[src/hw/rtl/fir_q16_pkg.sv]
// Shared types and constants for the Q16 direct-form FIR filter.
// No dependencies; imported by fir_q16_mac and fir_filter_q16_taps_unit.
`timescale 1ns / 1ps
`default_nettype none

package fir_q16_pkg;

  localparam int MAX_TAPS_DEF    = 64;
  localparam int SAMPLE_BITS_DEF = 24;
  localparam int FRAC_BITS_DEF   = 16;

  localparam int TAP_BITS    = 32;
  localparam int ACC_BITS    = 64;
  localparam int OUT_BITS    = 32;
  localparam int COUNT_BITS  = 7;
  localparam int INDEX_BITS  = 6;
  localparam int ACTION_BITS = 2;
  localparam int ADDR_BITS   = 3;
  localparam int DATA_BITS   = 32;
  localparam int REG_LSB     = 2;

  localparam logic [ACTION_BITS-1:0] ACT_TAP    = 2'd0;
  localparam logic [ACTION_BITS-1:0] ACT_SETTLE = 2'd1;
  localparam logic [ACTION_BITS-1:0] ACT_SAMPLE = 2'd2;

  localparam logic [ADDR_BITS-REG_LSB-1:0] REG_TAP_COUNT = 1'b0;
  localparam logic [COUNT_BITS-1:0]        TAP_COUNT_RESET = 7'd64;

  typedef struct packed {
    logic clear;
    logic mul_v;
    logic round;
  } mac_ctl_t;

  typedef struct packed {
    logic busy;
  } mac_sts_t;

endpackage

`default_nettype wire

[src/hw/rtl/fir_q16_mac.sv]
// Shared multiply-accumulate unit: registered multiply, saturating 64-bit
// accumulate, and round-half-away / saturate to 32 bits. Uses fir_q16_pkg.
`timescale 1ns / 1ps
`default_nettype none

module fir_q16_mac #(
  parameter int SAMPLE_BITS = fir_q16_pkg::SAMPLE_BITS_DEF,
  parameter int FRAC_BITS   = fir_q16_pkg::FRAC_BITS_DEF
) (
  input  logic                                      clk,
  input  logic                                      rst_n,
  input  fir_q16_pkg::mac_ctl_t                     ctl_i,
  input  logic signed [fir_q16_pkg::TAP_BITS-1:0]   tap_i,
  input  logic signed [SAMPLE_BITS-1:0]             data_i,
  output fir_q16_pkg::mac_sts_t                     sts_o,
  output logic signed [fir_q16_pkg::OUT_BITS-1:0]   result_o
);
  import fir_q16_pkg::*;

  localparam int PROD_BITS = TAP_BITS + SAMPLE_BITS;
  localparam logic [ACC_BITS-1:0] HALF     = ACC_BITS'(1) << (FRAC_BITS - 1);
  localparam logic [ACC_BITS-1:0] HALF_P1  = HALF + ACC_BITS'(1);
  localparam logic [ACC_BITS-1:0] NEG_LIM  = ACC_BITS'(1) << (OUT_BITS - 1);
  localparam logic [ACC_BITS-1:0] POS_LIM  = NEG_LIM - ACC_BITS'(1);
  localparam logic [ACC_BITS-1:0] ACC_MIN  = {1'b1, {(ACC_BITS-1){1'b0}}};
  localparam logic [ACC_BITS-1:0] ACC_MAX  = {1'b0, {(ACC_BITS-1){1'b1}}};
  localparam logic [OUT_BITS-1:0] OUT_MIN  = {1'b1, {(OUT_BITS-1){1'b0}}};
  localparam logic [OUT_BITS-1:0] OUT_MAX  = {1'b0, {(OUT_BITS-1){1'b1}}};

  logic signed [PROD_BITS-1:0] prod_r;
  logic                        pv_r;
  logic [ACC_BITS-1:0]         acc_r, acc_nxt;
  logic [ACC_BITS-1:0]         prod_ext;
  logic [ACC_BITS:0]           sum_ext;
  logic [ACC_BITS-1:0]         rnd_r, rnd_nxt;
  logic                        neg_r;
  logic [ACC_BITS-1:0]         mag;

  always_comb begin
    prod_ext = ACC_BITS'(prod_r);
    sum_ext  = {acc_r[ACC_BITS-1], acc_r} + {prod_ext[ACC_BITS-1], prod_ext};
    if (sum_ext[ACC_BITS] != sum_ext[ACC_BITS-1]) begin
      acc_nxt = sum_ext[ACC_BITS] ? ACC_MIN : ACC_MAX;
    end else begin
      acc_nxt = sum_ext[ACC_BITS-1:0];
    end
    // |acc| + half in one adder
    rnd_nxt = acc_r[ACC_BITS-1] ? (~acc_r + HALF_P1) : (acc_r + HALF);
  end

  always_comb begin
    mag = rnd_r >> FRAC_BITS;
    if (neg_r) begin
      result_o = (mag > NEG_LIM) ? OUT_MIN
                                 : OUT_BITS'(~mag[OUT_BITS-1:0] + OUT_BITS'(1));
    end else begin
      result_o = (mag > POS_LIM) ? OUT_MAX : mag[OUT_BITS-1:0];
    end
  end

  assign sts_o.busy = pv_r;

  always_ff @(posedge clk) begin
    if (!rst_n) begin
      pv_r <= 1'b0;
    end else begin
      pv_r <= ctl_i.mul_v;
    end
  end

  always_ff @(posedge clk) begin
    prod_r <= PROD_BITS'(tap_i) * PROD_BITS'(data_i);
    if (ctl_i.clear) begin
      acc_r <= '0;
    end else if (pv_r) begin
      acc_r <= acc_nxt;
    end
    if (ctl_i.round) begin
      rnd_r <= rnd_nxt;
      neg_r <= acc_r[ACC_BITS-1];
    end
  end

endmodule

`default_nettype wire
[config.mk]
export PLATFORM = sky130hd
export DESIGN_NAME = fir_q16_mac
export DESIGN_NICKNAME = d
export VERILOG_FILES = /design/src/hw/rtl/fir_q16_pkg.sv /design/src/hw/rtl/fir_q16_mac.sv
export SDC_FILE = /design/constraint.sdc
export NUM_CORES = 2
export LEC_CHECK = 0
export ABC_AREA = 0
export BUFFER_PORTS_ARGS = -buffer_cell sky130_fd_sc_hd__buf_2
export CAP_MARGIN = 20
export CORE_ASPECT_RATIO = 0.7
export CORE_MARGIN = 2
export CORE_UTILIZATION = 59
export CTS_CLUSTER_DIAMETER = 80
export DETAILED_ROUTE_END_ITERATION = 16
export HOLD_SLACK_MARGIN = 0.1
export PLACE_DENSITY = 0.82
export SLEW_MARGIN = 10
export SYNTH_ARGS = -nofsm -noshare
export SYNTH_HDL_FRONTEND = slang
export SYNTH_SLANG_ARGS = --single-unit
[constraint.sdc]
create_clock -name clk -period 10.1 [get_ports clk]
set_input_delay 2.525 -clock clk [delete_from_list [all_inputs] [get_ports clk]]
set_output_delay 2.525 -clock clk [all_outputs]
set_load 0.02 [all_outputs]
==> metrics.yaml <==
grt-ovfl-total: 0
yosysTopAreaCellShare_pct: 40.27
clk-insertion-delay-late_ps: 450
initial_utilization_pct: 59.87
min_from: "acc_r[2]"
slew_violations: 0
rrSetupSlack_ps: 5180
period_minus_slack_ps: 9783
grt_pass1_wl_um: 161900
worstSetupStartpointType: "input pin"
setup-violations-final: 0
ant_nets: 0
ys_warn_count: 0
max_freq_mhz: 102.2
relSlewSlack_pct: 29.04
worstRegToRegCells: 12
syn_nets: 5522
vias: 30579
num_io_pins: 94
clockBufferDepth: 2
skew_ps: 10.91
final_layout_size_suffix_gt1_share_pct: 5.429
area_growth_pct: 5.060
yosysMostFrequentCell: "inv_1"
synth.area.top_cells: "fa_1 40%, inv_1 8.4%, ha_1 7.0%"
syn_area_mm2: 0.03897
gp_congestion: 0.9717
crit_family: "adder cells"
nets: 5489
wl_per_cell_um: 18.10
drt-total-wl_um: 96370
regToRegEndpoint: "acc_r[12]"
first_iter_violations: 2562
ctsHoldBuffers: 0
ctsResizeCount: 0
endpoint_kind: "flop"
critPathRequiredTime_ps: 10490
outcome: "finished, final reports clean"
post_cts_buffers: 0
drc: 0
htreeDepth: 4
worst_pin_slew_ps: 1038
dieArea_mm2: 0.06816
synth_edf_count: 49
reg2reg_from: "acc_r[10]"
yosys.area.top_type: "fa_1"
crit_slowest_cell: "fa_1"
grt_pass1_vias: 31745
num_rows: 78
ys_types: 72
synth.top_cells.by_count: "870 x inv_1, 784 x fa_1, 522 x nand2_1"
die_h_um: 219.0
drtPass1Iterations: 8
cp_slowest_stage_delay_ps: 570
grt_setup_unrepaired: "no"
fillers: 5332
worst-setup-path-type: "input pin to flop"
avgSynthCellArea_um2: 8.740
cts_buffers: 17
antenna_found_initial: 6
cts-root-buf: "clkbuf_16"
synth_cells: 4459
ys_ff_latch: 170
crit_buf_inv: 6
track_usage_pct: 29.47
yosysSeqAreaShare_pct: 9.991
crit_fanout: 21
fp.dieW_um: 311.2
routed_via_density: 5.744
hold_viol: 0
ys_async_sr_fraction_pct: 0
grt_max_degree: 72
ys.flop_type: "dfxtp_1"
arrival_ps: 10170
clkSinkCount: 170
io_buffers: 93
hpwlAfterDp_um: 80760
worstHoldEndpoint: "acc_r[2]"
fin_setup_tns_ps: 0
coreArea_mm2: 0.06509
clkSlewWorstSetupHoldPaths_ps: 60
tritoncts: "done"
hp-class: "flop to flop"
critPathMostFrequentCell: "fa_1"
hold_path_depth: 2
min_period_over_period_pct: 96.86
maxCapViolations: 0
worst max path at each step:
stage                    start    endpoint  depth (start not counted)
floorplan            data_i[5]  prod_r[47]                         24
global placement     data_i[8]  prod_r[47]                         25
detailed placement  data_i[11]  prod_r[47]                         26
CTS                 data_i[11]  prod_r[47]                         26
global route        data_i[11]  prod_r[47]                         26
finish              data_i[11]  prod_r[47]                         26
kinds of logic after synthesis:
logic type      share of synthesized area, %
simple gates                           17.20
compound gates                         10.20
mux                                   0.1798
xor+xnor                               3.730
buf+inv                                10.61
flops                                  9.991
fa+ha+maj                              48.09
placed cells by master (no fill, tap or decap), types with 29 or more instances in the layout:
master	instances
a21oi_1	184
nand2_1	522
nand3_1	37
nand2b_1	30
buf_4	83
o21ai_0	147
maj3_1	32
edfxtp_1	49
fa_1	784
dfxtp_1	119
nor3_1	47
and2_1	371
inv_1	870
a21o_1	50
a211oi_1	71
o311ai_0	29
ha_1	218
nor2_1	189
xnor2_1	122
nand4_1	37
buf_2	93
xor2_1	42
area by class of cell:
class | instances | area, µm² | area share (%)
Multi-Input combinational cell | 3188 | 30960 | 75.61
Sequential cell | 170 | 3899 | 9.522
Inverter | 872 | 3273 | 7.994
Timing Repair Buffer | 177 | 1109 | 2.707
Tap cell | 880 | 1101 | 2.689
Clock buffer | 18 | 429.2 | 1.048
Clock inverter | 14 | 161.4 | 0.3942
Antenna cell | 5 | 12.51 | 0.03056
worst reg2reg max path, cell delays in order, from the launching register on:
cell      delay (ps)
dfxtp_1          330
ha_1             440
nand4_1          230
nor4_1           340
nor2_1           200
a21oi_1          380
a31oi_1          240
o41ai_1          840
a21oi_1          340
xor2_2           580
buf_4            490
maj3_1           270
a211oi_1          80
state kept, by name (all words and copies together), names as in the netlist:
| signal | flops |
|---|---|
| acc_r | 64 |
| sts_o | 1 |
| rnd_r | 48 |
| neg_r | 1 |
| prod_r | 56 |
per-layer routing:
| metal | routed length (µm) | GRT usage [%] |
|---|---|---|
| met1 | 40430 | 40.25 |
| met3 | 8360 | 5.453 |
| met5 | 18 | 0 |
| met4 | 2562 | 8.406 |
| met2 | 45000 | 48.46 |
per-stage QoR:
| step | utilization [%] | instance area, µm² | setup slack, ps | hold WS (ps) | cells |
|---|---|---|---|---|---|
| 4_1_cts | 62.85 | 40910 | 464.7 | 510.5 | 5318 |
| 5_1_grt | 62.90 | 40950 | 1.500 | 541.1 | 5324 |
| 2_1_floorplan | - | 38970 | 473.7 | 474.7 | 4459 |
| 3_5_place_dp | 61.94 | 40320 | 21.01 | 501.3 | 5286 |
| 6_report | 62.90 | 40950 | 316.8 | 509.8 | 5324 |
| 3_3_place_gp | 61.94 | 40320 | 194.9 | 497.5 | 5286 |
Power is not shown: default switching activity piles up to over one toggle a cycle in this logic, so the estimate is an artifact.
